<file path="config.mk">
export PLATFORM = sky130hd
export DESIGN_NAME = triangle_tangent_basis
export DESIGN_NICKNAME = d
export VERILOG_FILES = /design/src/hdl/ttb_pkg.sv /design/src/hdl/ttb_mac.sv /design/src/hdl/ttb_div.sv /design/src/hdl/triangle_tangent_basis.sv
export VERILOG_INCLUDE_DIRS = /design/src /design/src/hdl
export SDC_FILE = /design/constraint.sdc
export NUM_CORES = 2
export LEC_CHECK = 0
export BUFFER_PORTS_ARGS = -buffer_cell sky130_fd_sc_hd__buf_2
export CORE_UTILIZATION = 58
export DETAILED_ROUTE_END_ITERATION = 12
export PLACE_DENSITY_LB_ADDON = 0.25
export SETUP_SLACK_MARGIN = 0.1
export SLEW_MARGIN = 20
export SYNTH_ARGS = -nofsm -noshare
export SYNTH_HDL_FRONTEND = slang
export SYNTH_SLANG_ARGS = --single-unit
</file>
<file path="constraint.sdc">
create_clock -name clk -period 13.5 [get_ports clk]
set_clock_uncertainty 0.2 [all_clocks]
set_input_delay 0.675 -clock clk [delete_from_list [all_inputs] [get_ports clk]]
set_output_delay 0.675 -clock clk [all_outputs]
set_load 0.02 [all_outputs]
</file>
<file path="src/hdl/assert_macros.svh">
// ----------------------------------------------------------------------------
// assert_macros
// assertion helpers shared by the rtl files
// ----------------------------------------------------------------------------
`ifndef ASSERT_MACROS_SVH
`define ASSERT_MACROS_SVH

// same-cycle implication, disabled while reset is applied
`define ASSERT_SAME(label, ante, cons) \
  label: assert property (@(posedge clk) disable iff (!rst_n) (ante) |-> (cons)) \
    else $error("%m: check failed");

// next-cycle implication
`define ASSERT_NEXT(label, ante, cons) \
  label: assert property (@(posedge clk) disable iff (!rst_n) (ante) |=> (cons)) \
    else $error("%m: check failed");

`endif

</file>
<file path="src/hdl/ttb_pkg.sv">
// ----------------------------------------------------------------------------
// ttb_pkg
// widths and shared types of the triangle tangent basis block
// ----------------------------------------------------------------------------
package ttb_pkg;

  localparam int IDX_W  = 16;
  localparam int POS_W  = 32;
  localparam int TEX_W  = 24;
  localparam int EDGE_W = POS_W + 1;
  localparam int DUV_W  = TEX_W + 1;
  localparam int NUM_W  = DUV_W + EDGE_W + 1;
  localparam int FRAC_W = 16;
  localparam int QUO_W  = POS_W + 1;

  typedef struct packed {
    logic              [IDX_W-1:0] idx;
    logic signed       [POS_W-1:0] px;
    logic signed       [POS_W-1:0] py;
    logic signed       [POS_W-1:0] pz;
    logic signed       [TEX_W-1:0] tu;
    logic signed       [TEX_W-1:0] tv;
  } corner_t;

  typedef struct packed {
    logic mul_en;
    logic acc_en;
    logic acc_load;
  } mac_ctl_t;

endpackage

</file>
<file path="src/hdl/ttb_mac.sv">
// ----------------------------------------------------------------------------
// ttb_mac
// shared multiplier with registered product and a difference accumulator
// ----------------------------------------------------------------------------
module ttb_mac (
  input  logic                               clk,
  input  ttb_pkg::mac_ctl_t                  ctl,
  input  logic signed [ttb_pkg::DUV_W-1:0]   op_a,
  input  logic signed [ttb_pkg::EDGE_W-1:0]  op_b,
  output logic signed [ttb_pkg::NUM_W-1:0]   acc
);
  import ttb_pkg::*;

  logic signed [DUV_W+EDGE_W-1:0] prod_r;
  logic signed [NUM_W-1:0]        acc_r;

  always_ff @(posedge clk) begin
    if (ctl.mul_en) begin
      prod_r <= op_a * op_b;
    end
    if (ctl.acc_en) begin
      acc_r <= ctl.acc_load ? NUM_W'(prod_r) : acc_r - NUM_W'(prod_r);
    end
  end

  assign acc = acc_r;

endmodule

</file>
<file path="src/hdl/ttb_div.sv">
// ----------------------------------------------------------------------------
// ttb_div
// restoring divider, one quotient bit a cycle, q16.16 result with clamping
// ----------------------------------------------------------------------------
`include "assert_macros.svh"

module ttb_div (
  input  logic                              clk,
  input  logic                              rst_n,
  input  logic                              start,
  input  logic signed [ttb_pkg::NUM_W-1:0]  num,
  input  logic signed [ttb_pkg::NUM_W-1:0]  den,
  output logic                              done,
  output logic        [ttb_pkg::POS_W-1:0]  quo,
  output logic                              sat
);
  import ttb_pkg::*;

  localparam int SH = QUO_W - FRAC_W;
  localparam logic [QUO_W-1:0] POS_LIM = QUO_W'(33'h0_7FFF_FFFF);
  localparam logic [QUO_W-1:0] NEG_LIM = QUO_W'(33'h0_8000_0000);
  localparam logic [5:0]       LAST_STEP = 6'(QUO_W - 1);

  typedef enum logic [1:0] {D_IDLE, D_RUN, D_FIN} dstate_t;

  dstate_t          state_r;
  logic             neg_r;
  logic             ovf_r;
  logic [NUM_W-1:0] d_r;
  logic [NUM_W-1:0] r_r;
  logic [QUO_W-1:0] s_r;
  logic [QUO_W-1:0] q_r;
  logic [5:0]       cnt_r;
  logic             done_r;
  logic [POS_W-1:0] quo_r;
  logic             sat_r;

  logic [NUM_W-1:0]    a_mag;
  logic [NUM_W-1:0]    d_mag;
  logic                big;
  logic [NUM_W:0]      trial;
  logic                ge;
  logic [NUM_W-1:0]    r_nxt;
  logic [QUO_W-1:0]    limit;
  logic                over;
  logic [QUO_W-1:0]    mag;

  always_comb begin
    a_mag = num[NUM_W-1] ? NUM_W'(-num) : NUM_W'(num);
    d_mag = den[NUM_W-1] ? NUM_W'(-den) : NUM_W'(den);
    big   = {SH'(0), a_mag} >= {d_mag, SH'(0)};
    trial = {r_r, s_r[QUO_W-1]};
    ge    = trial >= {1'b0, d_r};
    r_nxt = ge ? NUM_W'(trial - {1'b0, d_r}) : trial[NUM_W-1:0];
    limit = neg_r ? NEG_LIM : POS_LIM;
    over  = ovf_r || (q_r > limit);
    mag   = over ? limit : q_r;
  end

  always_ff @(posedge clk) begin
    if (!rst_n) begin
      state_r <= D_IDLE;
      done_r  <= 1'b0;
    end else begin
      done_r <= 1'b0;
      unique case (state_r)
        D_IDLE: begin
          if (start) begin
            neg_r <= num[NUM_W-1] ^ den[NUM_W-1];
            d_r   <= d_mag;
            r_r   <= a_mag >> SH;
            s_r   <= {a_mag[SH-1:0], FRAC_W'(0)};
            q_r   <= '0;
            cnt_r <= '0;
            ovf_r <= big;
            state_r <= big ? D_FIN : D_RUN;
          end
        end
        D_RUN: begin
          r_r   <= r_nxt;
          s_r   <= {s_r[QUO_W-2:0], 1'b0};
          q_r   <= {q_r[QUO_W-2:0], ge};
          cnt_r <= cnt_r + 6'd1;
          if (cnt_r == LAST_STEP) begin
            state_r <= D_FIN;
          end
        end
        D_FIN: begin
          quo_r   <= neg_r ? POS_W'(0) - mag[POS_W-1:0] : mag[POS_W-1:0];
          sat_r   <= over;
          done_r  <= 1'b1;
          state_r <= D_IDLE;
        end
        default: state_r <= D_IDLE;
      endcase
    end
  end

  assign done = done_r;
  assign quo  = quo_r;
  assign sat  = sat_r;

  `ASSERT_NEXT(a_done_pulse, done_r, !done_r)
  `ASSERT_SAME(a_start_idle, start, state_r == D_IDLE)

endmodule

</file>
<file path="src/hdl/triangle_tangent_basis.sv">
// ----------------------------------------------------------------------------
// triangle_tangent_basis
// per-triangle tangent and binormal from corner positions and uvs
// ----------------------------------------------------------------------------
// corners arrive one transfer at a time; the first two of each triangle are
// held. on the third corner one shared multiplier forms the uv determinant
// and six numerators (seven products-of-differences), then one restoring
// divider turns each numerator into a q16.16 component at one quotient bit
// a cycle. a zero determinant ends the work after the first product pair
// with zero vectors and the degenerate flag. the input stalls while a
// triangle is computed and until its result transfer completes. with the
// enable bit (cfg_wr_data, written under cfg_wr_en) clear, corners are
// still held and counted but no result is produced.
`include "assert_macros.svh"

module triangle_tangent_basis (
  input  logic                               clk,
  input  logic                               rst_n,
  input  logic                               cfg_wr_en,
  input  logic                               cfg_wr_data,
  input  logic                               in_valid,
  output logic                               in_stall,
  input  logic        [ttb_pkg::IDX_W-1:0]   in_vertex_index,
  input  logic signed [ttb_pkg::POS_W-1:0]   in_pos_x,
  input  logic signed [ttb_pkg::POS_W-1:0]   in_pos_y,
  input  logic signed [ttb_pkg::POS_W-1:0]   in_pos_z,
  input  logic signed [ttb_pkg::TEX_W-1:0]   in_tex_u,
  input  logic signed [ttb_pkg::TEX_W-1:0]   in_tex_v,
  output logic                               out_valid,
  input  logic                               out_stall,
  output logic        [ttb_pkg::IDX_W-1:0]   out_index_a,
  output logic        [ttb_pkg::IDX_W-1:0]   out_index_b,
  output logic        [ttb_pkg::IDX_W-1:0]   out_index_c,
  output logic signed [ttb_pkg::POS_W-1:0]   out_tangent_x,
  output logic signed [ttb_pkg::POS_W-1:0]   out_tangent_y,
  output logic signed [ttb_pkg::POS_W-1:0]   out_tangent_z,
  output logic signed [ttb_pkg::POS_W-1:0]   out_binormal_x,
  output logic signed [ttb_pkg::POS_W-1:0]   out_binormal_y,
  output logic signed [ttb_pkg::POS_W-1:0]   out_binormal_z,
  output logic                               out_degenerate,
  output logic                               out_saturated
);
  import ttb_pkg::*;

  typedef enum logic [2:0] {S_IDLE, S_MAC, S_DSTART, S_DWAIT, S_OUT} state_t;

  localparam logic [2:0] LAST_PAIR = 3'd6;
  localparam logic [2:0] LAST_DIV  = 3'd5;
  localparam logic [1:0] CORNER_C  = 2'd2;

  function automatic logic signed [EDGE_W-1:0] pos_diff(
    input logic signed [POS_W-1:0] a,
    input logic signed [POS_W-1:0] b
  );
    return EDGE_W'(a) - EDGE_W'(b);
  endfunction

  function automatic logic signed [DUV_W-1:0] tex_diff(
    input logic signed [TEX_W-1:0] a,
    input logic signed [TEX_W-1:0] b
  );
    return DUV_W'(a) - DUV_W'(b);
  endfunction

  state_t                  state_r;
  logic [1:0]              cnt_r;
  logic                    en_r;
  logic                    out_valid_r;
  corner_t                 held_r [2];
  logic [IDX_W-1:0]        idx_c_r;
  logic signed [EDGE_W-1:0] e0_r [3];
  logic signed [EDGE_W-1:0] e1_r [3];
  logic signed [DUV_W-1:0] du0_r, dv0_r, du1_r, dv1_r;
  logic [2:0]              pair_r;
  logic [1:0]              ph_r;
  logic [2:0]              div_k_r;
  logic signed [NUM_W-1:0] det_r;
  logic signed [NUM_W-1:0] num_r [6];
  logic [POS_W-1:0]        res_r [6];
  logic                    degen_r;
  logic                    sat_r;

  mac_ctl_t                mac_ctl;
  logic signed [DUV_W-1:0] op_a;
  logic signed [EDGE_W-1:0] op_b;
  logic signed [NUM_W-1:0] acc;
  logic                    second;
  logic [2:0]              k_wide;
  logic [1:0]              sel_k;
  logic                    div_done;
  logic [POS_W-1:0]        div_quo;
  logic                    div_sat;
  corner_t                 in_corner;

  assign in_corner = '{idx: in_vertex_index, px: in_pos_x, py: in_pos_y, pz: in_pos_z,
                       tu: in_tex_u, tv: in_tex_v};

  // operand selection: pair 0 is the determinant, 1..3 tangent, 4..6 binormal
  always_comb begin
    second  = (ph_r == 2'd1);
    k_wide  = (pair_r <= 3'd3) ? pair_r - 3'd1 : pair_r - 3'd4;
    sel_k   = k_wide[1:0];
    if (pair_r == 3'd0) begin
      op_a = second ? du1_r : du0_r;
      op_b = second ? EDGE_W'(dv0_r) : EDGE_W'(dv1_r);
    end else if (pair_r <= 3'd3) begin
      op_a = second ? dv0_r : dv1_r;
      op_b = second ? e1_r[sel_k] : e0_r[sel_k];
    end else begin
      op_a = second ? du0_r : du1_r;
      op_b = second ? e1_r[sel_k] : e0_r[sel_k];
    end
    mac_ctl.mul_en   = (state_r == S_MAC) && (ph_r == 2'd0 || ph_r == 2'd1);
    mac_ctl.acc_en   = (state_r == S_MAC) && (ph_r == 2'd1 || ph_r == 2'd2);
    mac_ctl.acc_load = (ph_r == 2'd1);
  end

  ttb_mac u_mac (
    .clk  (clk),
    .ctl  (mac_ctl),
    .op_a (op_a),
    .op_b (op_b),
    .acc  (acc)
  );

  ttb_div u_div (
    .clk   (clk),
    .rst_n (rst_n),
    .start (state_r == S_DSTART),
    .num   (num_r[div_k_r]),
    .den   (det_r),
    .done  (div_done),
    .quo   (div_quo),
    .sat   (div_sat)
  );

  always_ff @(posedge clk) begin
    if (!rst_n) begin
      state_r     <= S_IDLE;
      cnt_r       <= '0;
      en_r        <= 1'b1;
      out_valid_r <= 1'b0;
    end else begin
      if (cfg_wr_en) begin
        en_r <= cfg_wr_data;
      end
      unique case (state_r)
        S_IDLE: begin
          if (in_valid) begin
            if (cnt_r != CORNER_C) begin
              held_r[cnt_r[0]] <= in_corner;
              cnt_r <= cnt_r + 2'd1;
            end else begin
              cnt_r <= '0;
              if (en_r) begin
                // edges and uv deltas relative to the first corner
                idx_c_r <= in_vertex_index;
                e0_r[0] <= pos_diff(held_r[1].px, held_r[0].px);
                e0_r[1] <= pos_diff(held_r[1].py, held_r[0].py);
                e0_r[2] <= pos_diff(held_r[1].pz, held_r[0].pz);
                e1_r[0] <= pos_diff(in_pos_x, held_r[0].px);
                e1_r[1] <= pos_diff(in_pos_y, held_r[0].py);
                e1_r[2] <= pos_diff(in_pos_z, held_r[0].pz);
                du0_r   <= tex_diff(held_r[1].tu, held_r[0].tu);
                dv0_r   <= tex_diff(held_r[1].tv, held_r[0].tv);
                du1_r   <= tex_diff(in_tex_u, held_r[0].tu);
                dv1_r   <= tex_diff(in_tex_v, held_r[0].tv);
                pair_r  <= '0;
                ph_r    <= '0;
                sat_r   <= 1'b0;
                degen_r <= 1'b0;
                state_r <= S_MAC;
              end
            end
          end
        end
        S_MAC: begin
          ph_r <= ph_r + 2'd1;
          if (ph_r == 2'd3) begin
            if (pair_r == 3'd0) begin
              det_r <= acc;
              if (acc == '0) begin
                // degenerate uv mapping: zero vectors, no division
                for (int i = 0; i < 6; i++) res_r[i] <= '0;
                degen_r     <= 1'b1;
                out_valid_r <= 1'b1;
                state_r     <= S_OUT;
              end else begin
                pair_r <= pair_r + 3'd1;
              end
            end else begin
              num_r[pair_r - 3'd1] <= acc;
              if (pair_r == LAST_PAIR) begin
                div_k_r <= '0;
                state_r <= S_DSTART;
              end else begin
                pair_r <= pair_r + 3'd1;
              end
            end
          end
        end
        S_DSTART: begin
          state_r <= S_DWAIT;
        end
        S_DWAIT: begin
          if (div_done) begin
            res_r[div_k_r] <= div_quo;
            sat_r <= sat_r | div_sat;
            if (div_k_r == LAST_DIV) begin
              out_valid_r <= 1'b1;
              state_r     <= S_OUT;
            end else begin
              div_k_r <= div_k_r + 3'd1;
              state_r <= S_DSTART;
            end
          end
        end
        S_OUT: begin
          if (!out_stall) begin
            out_valid_r <= 1'b0;
            state_r     <= S_IDLE;
          end
        end
        default: state_r <= S_IDLE;
      endcase
    end
  end

  assign in_stall       = (state_r != S_IDLE);
  assign out_valid      = out_valid_r;
  assign out_index_a    = held_r[0].idx;
  assign out_index_b    = held_r[1].idx;
  assign out_index_c    = idx_c_r;
  assign out_tangent_x  = res_r[0];
  assign out_tangent_y  = res_r[1];
  assign out_tangent_z  = res_r[2];
  assign out_binormal_x = res_r[3];
  assign out_binormal_y = res_r[4];
  assign out_binormal_z = res_r[5];
  assign out_degenerate = degen_r;
  assign out_saturated  = sat_r;

  `ASSERT_SAME(a_stall_while_out, out_valid_r, in_stall)
  `ASSERT_SAME(a_degen_zero, out_valid_r && degen_r, !sat_r && res_r[0] == '0 && res_r[5] == '0)
  `ASSERT_NEXT(a_out_retire, out_valid_r && !out_stall, !out_valid_r)
  `ASSERT_SAME(a_out_state, out_valid_r, state_r == S_OUT)

endmodule
</file>
-- Word-level counts from Yosys, hierarchy flattened
Memory sizes are Yosys's and may differ from the RTL's. A register that Yosys moved wholly into a read port is not among the register bits.
Index checks and enable logic that the tools add are counted.
- multiply operators: 1
- $add $sub $neg: 22
- reductions and logical operators: 31
- equal/unequal tests: 31
- mux-type cells: 102
- magnitude comparators: 4
- bitwise logic cells: 3
- operators with widths (kind ; number):
    59-bit two-way mux ; 5
    32-bit by 32-bit subtractor with 33-bit output ; 6
    33-bit two-way mux ; 5
    33-bit one-hot mux with 2 select lines ; 2
    32-bit two-way mux ; 4
    25-bit two-way mux ; 5
    59-bit negator ; 2
    59-bit one-hot mux with 2 select lines ; 1
    24-bit by 24-bit subtractor with 25-bit output ; 4
    59-bit by 76-bit greater-or-equal comparator with 1-bit output ; 1
    3-bit two-way mux ; 24
    60-bit by 59-bit greater-or-equal comparator with 1-bit output ; 1
    59-bit zero test ; 1
    59-bit by 58-bit subtractor with 59-bit output ; 1
    59-bit subtractor ; 1
    25-bit by 33-bit multiplier with 58-bit output ; 1
    1-bit two-way mux ; 38
    33-bit by 32-bit > comparator with 1-bit output ; 1
    32-bit OR reduction ; 1
    1-bit by 32-bit subtractor with 32-bit output, first input constant ; 1
    8-bit AND reduction ; 3
    2-bit two-way mux ; 8
    2-bit != test, second input constant ; 8
    3-bit one-hot mux with 5 select lines ; 1
    37 further kinds ; 69
- flip-flop bits (word level): 537
- output and inout port bits: 244
- memories: 5
- RAM bits: 1064
- memory list (name ; words ; bits a word ; read ports ; clocked after Yosys merged registers in ; wr ports ; RTL line ; source):
    num_r ; 6 ; 59 ; 1 ; 1 ; 1 ; triangle_tangent_basis.sv:78 ; logic signed [NUM_W-1:0] num_r [6];
    held_r ; 2 ; 160 ; 2 ; 0 ; 1 ; triangle_tangent_basis.sv:69 ; corner_t held_r [2];
    res_r ; 6 ; 32 ; 6 ; 0 ; 6 ; triangle_tangent_basis.sv:79 ; logic [POS_W-1:0] res_r [6];
    e0_r ; 3 ; 33 ; 1 ; 0 ; 3 ; triangle_tangent_basis.sv:71 ; logic signed [EDGE_W-1:0] e0_r [3];
    e1_r ; 3 ; 33 ; 1 ; 0 ; 3 ; triangle_tangent_basis.sv:72 ; logic signed [EDGE_W-1:0] e1_r [3];

-- Longest topological paths before layout
- word-level depth: 8
- depth in mapped cells: 39

-- Modules after synthesis
From an unflattened synthesis, not the netlist that was laid out.
- cells, all modules: 10384
- area total of the unflattened synthesis: 114287.1 um2
- modules (own cells, without submodules) (module ; seq. area each (um2) ; cells each ; times used ; area an instance (um2)):
    triangle_tangent_basis ; 37706.2 ; 4487 ; 1 ; 60232.8
    ttb_mac ; 3513.4 ; 3934 ; 1 ; 36642.6
    ttb_div ; 6336.1 ; 1963 ; 1 ; 17411.7

-- Worst setup path after synthesis
Ideal clock, no wire load.
- path type: input -> register
- start: in rst_n
- end: mem held_r[0][0] (netlist bit), enable pin
- data arrival time: 11879 ps
- path buffers: 1
- setup slack: 545 ps
- library setup time: 876 ps
- stages on the path: 3
- path through: clkbuf_1 > nand3_1 > nor3_1
- word-level cells in the longest chain between the ends: 2
- ends and longest elaborated chain (what ; RTL line ; source):
    start, declared ; triangle_tangent_basis.sv:18 ; input logic rst_n,
    1-bit two-way mux ; triangle_tangent_basis.sv:138 ; if (!rst_n) begin
    1-bit two-way mux (not written as such) ; triangle_tangent_basis.sv:151 ; held_r[cnt_r[0]] <= in_corner;
    end, declared ; triangle_tangent_basis.sv:69 ;
Every way passes these cells.

-- Worst setup path in the final report
- start: reg pair_r[0]
- end: reg u_mac.prod_r[52] (data pin)
- word-level cells in the longest chain between the ends: 6
- ends and longest elaborated chain (what ; RTL line ; source):
    start, declared ; triangle_tangent_basis.sv:74 ; logic [2:0] pair_r;
    start signal, assigned ; triangle_tangent_basis.sv:189 ; pair_r <= pair_r + 3'd1;
    start signal, assigned ; triangle_tangent_basis.sv:197 ; pair_r <= pair_r + 3'd1;
    3-bit by 1-bit subtractor with 3-bit output, or another cell as far along ; n/a ;
    2-bit two-way mux ; triangle_tangent_basis.sv:101 ; k_wide = (pair_r <= 3'd3) ? pair_r - 3'd1 : pair_r - 3'd4;
    memory 3 x 33 bit, on equally long branches ; n/a ;
    33-bit two-way mux ; triangle_tangent_basis.sv:108, triangle_tangent_basis.sv:111 ;
    33-bit two-way mux ; triangle_tangent_basis.sv:103 ; if (pair_r == 3'd0) begin
    25-bit by 33-bit multiplier with 58-bit output * ; ttb_mac.sv:19 ; prod_r <= op_a * op_b;
    end signal, assigned ; ttb_mac.sv:19 ;
    end, declared ; ttb_mac.sv:14 ; logic signed [DUV_W+EDGE_W-1:0] prod_r;
Every way passes the cells marked *; elsewhere a longest branch is shown, timed or not.
A chain may end at the register's enable or synchronous reset.

==> results.md <==
- Synth Cell Area: 111,000 um2
- Post-synthesis cell count: 10,200
- GRT overflow: 0
- Initial Utilization: 0.584
- Most common cell after layout, fill and taps aside: edfxtp_1
- Area of the multi-input gates: 57,300 um2
- Worst Hold Class: flip-flop to flip-flop
- Slew at the pin closest to its max-slew limit: 1.24 ns
- Syn Area/Cell: 10.9 um2
- YS warnings: 0
- Area grow syn2layout: 11.0%
- Post-synth top area cell: edfxtp_1
- CP Data Required Time: 13.88 ns
- Commonest non-fill, non-tap cells in the layout: edfxtp_1 (1,575), inv_1 (1,341), nor2_1 (1,006)
- Setup CP Type: flip-flop to flip-flop
- Setup-failing EPs final: 0
- Share of the synthesized area in the top cell type: 0.425
- Die footprint: 194,000 um2
- Routed via count: 78,600
- WL/cell: 21.7 um
- FF/Latch Area: 47,600 um2
- Fin nets: 12,300
- Final ANT Viol Nets: 0
- 1st-iter DRT viols: 6,668
- Leading post-synthesis cells by cell area: edfxtp_1 (43%), fa_1 (15%), ha_1 (7.3%)
- Final worst-path cycle share: 0.852
- Max_slew headroom: 0.175
- Crit-path most repeated cell: fa_1
- Max cap viols: 0
- FFs w/ async S/R, synth: 0
- Crit path largest cell delay: 0.78 ns
- CTS tree: done
- # DRC: 0
- RSZ-0062 raised after global routing: no
- Largest net degree at the start of global routing: 138
- Dominant synthesized flop cell: edfxtp_1
- CP endpoint: u_mac.prod_r[52]
- Crit start category: flip-flop
- Clock tree buffer depth: 3
- Post-CTS Setup Bufs: 0
- Number of global-route vias before repair: 79,900
- Min Tclk post-route: 11.51 ns
- Max Fclk: 0.0869 GHz
- Worst reg2reg startpoint: pair_r[0]
- Layout cells sized above 1: 0.0960
- Final Hold Vio Count: 0
- Drt pass-1 iters: 8
- Sequential share of the synthesized area: 0.427
- Cts bufs inserted: 168
- Aggregate routed wire length: 288,000 um
- Synth Net Count: 11,800
- CP Capture Type: flip-flop
- RR Endpoint: u_mac.prod_r[52]
- Worst R2R Setup Slack: 1.99 ns
- Clock Sink Count: 1,588
- Global-route wire length before repair: 445,000 um
- # rows: 160
- Initial antenna violation count: 15
- Die Width: 440 um
- Max Slew Vio Count: 0
- Core area: 190,000 um2
- Worst Reg2Reg Path Length in Cells: 34
- Vias/cell: 5.91
- Largest fanout on the critical path: 21
- Clock Pin Slew Worst Setup and Hold Paths: 0.07 ns
- DP HPWL: 213,000 um
- Final setup TNS: 0 ns
- Post-synth EDFFs: 1,575
- Crit path DAT: 11.89 ns
- Fillers: 14,300
- I/O Pins: 410
- Routability congestion estimate: 1.01
- Gr usage total: 0.296
- H-tree Lvls: 4
- I/O Buffers: 409
- Status: finished clean
- Count of different cell masters after synthesis: 92
- Die height: 440 um
- Clk_lat worst skew: 0.85 ns
- Clock root cell: clkbuf_16
- Synth Register Bits: 1,588
- Slowest CP cell: o21ai_0
- Worst setup startpoint: pair_r[0]
## how the worst min path moves through the flow
stage,startpoint,endpoint,slack (ns),cells past startpoint
after floorplan,u_div.state_r[1],u_div.done,0.28,1
after global placement,u_div.s_r[29],u_div.s_r[30],0.30,2
after detailed placement,u_div.s_r[29],u_div.s_r[30],0.30,2
after CTS,in_pos_x[29],held_r[0][141],0.32,2
after global routing,u_div.s_r[29],u_div.s_r[30],0.34,2
final,u_div.s_r[29],u_div.s_r[30],0.32,2
## timing repair
action,in CTS,in global routing
hold endpoints to repair,340,0
resized for setup,0,0
hold buffers,166,0
## cells in the mapped netlist, drive strengths merged (52+ instances only)
library cell	instances
nand3	128
edfxtp	1575
inv	1342
a21oi	519
clkbuf	304
ha	651
mux4	90
xnor2	357
xor2	150
a21o	211
nand2b	84
nor3	131
o21a	100
or3	56
a31oi	85
nand4	52
and2	119
mux2i	109
nand2	886
fa	854
o21ai	491
buf	91
nor2	1017
nor2b	85
## per-stage QoR
step,utilization,instance area [um2],worst slack [ns],hold WS (ns),cells
4_1_cts,0.648,123000,2.24,0.317,13300
3_5_place_dp,0.610,116000,2.29,0.303,12800
5_1_grt,0.648,123000,1.51,0.344,13300
2_1_floorplan,-,111000,0.545,0.281,10200
3_3_place_gp,0.610,116000,2.07,0.301,12800
6_report,0.648,123000,1.99,0.317,13300
## state kept, by name, summed over array words and instances, names as in the netlist, 16 cells and up, named ones only
signal	flops
det_r	59
dv0_r	25
u_div.quo	32
u_div.s_r	17
e1_r	99
u_div.q_r	33
u_mac.acc	59
out_index_c	16
num_r	354
held_r	320
u_div.d_r	59
dv1_r	25
e0_r	99
u_mac.prod_r	58
u_div.r_r	59
du1_r	25
res_r	192
du0_r	25
## cell families (layout without fill, tap and decap cells)
family | Yosys count | count (layout) | synth area share
xor gates and xnor gates | 507 | 507 | 0.0401
and+or+nand+nor | 2738 | 2738 | 0.110
buffers and inverters | 1739 | 2358 | 0.0604
DFF | 1588 | 1588 | 0.427
AOI/OAI and AO/OA | 1851 | 1851 | 0.104
other | 0 | 6 | 0
adders and majority gates | 1505 | 1505 | 0.227
muxes | 233 | 233 | 0.0315
## metal layers
layer,up-vias,global-route usage,share of wire,wire (um)
met4,22,0.127,0.045,13000
met3,639,0.0567,0.079,22900
met5,-,0,0.00044,127
met1,38700,0.381,0.40,115000
li1,35800,-,-,-
met2,3389,0.490,0.48,137000
## critical path, delay by kind of cell (launching register included)
| kind | cells | cell delay [ns] |
|---|---|---|
| xor gates and xnor gates | 2 | 0.34 |
| and+or+nand+nor | 3 | 0.33 |
| muxes | 1 | 0.38 |
| AOI/OAI and AO/OA | 12 | 4.26 |
| DFF | 1 | 0.51 |
| buffers and inverters | 6 | 0.87 |
| adders and majority gates | 10 | 4.29 |
## layout make-up
type	count	area share
multi-input cells	6834	0.464
flip-flops and latches	1588	0.385
inverters	1344	0.0409
repair buffers	705	0.0382
clock buffers	190	0.0347
well taps	2511	0.0255
clock inverters	119	0.0111
diodes	6	0.000122
Power is left out: the tool's default activity adds up to more than one toggle a clock period on the data nets, which glitch-free logic cannot reach.
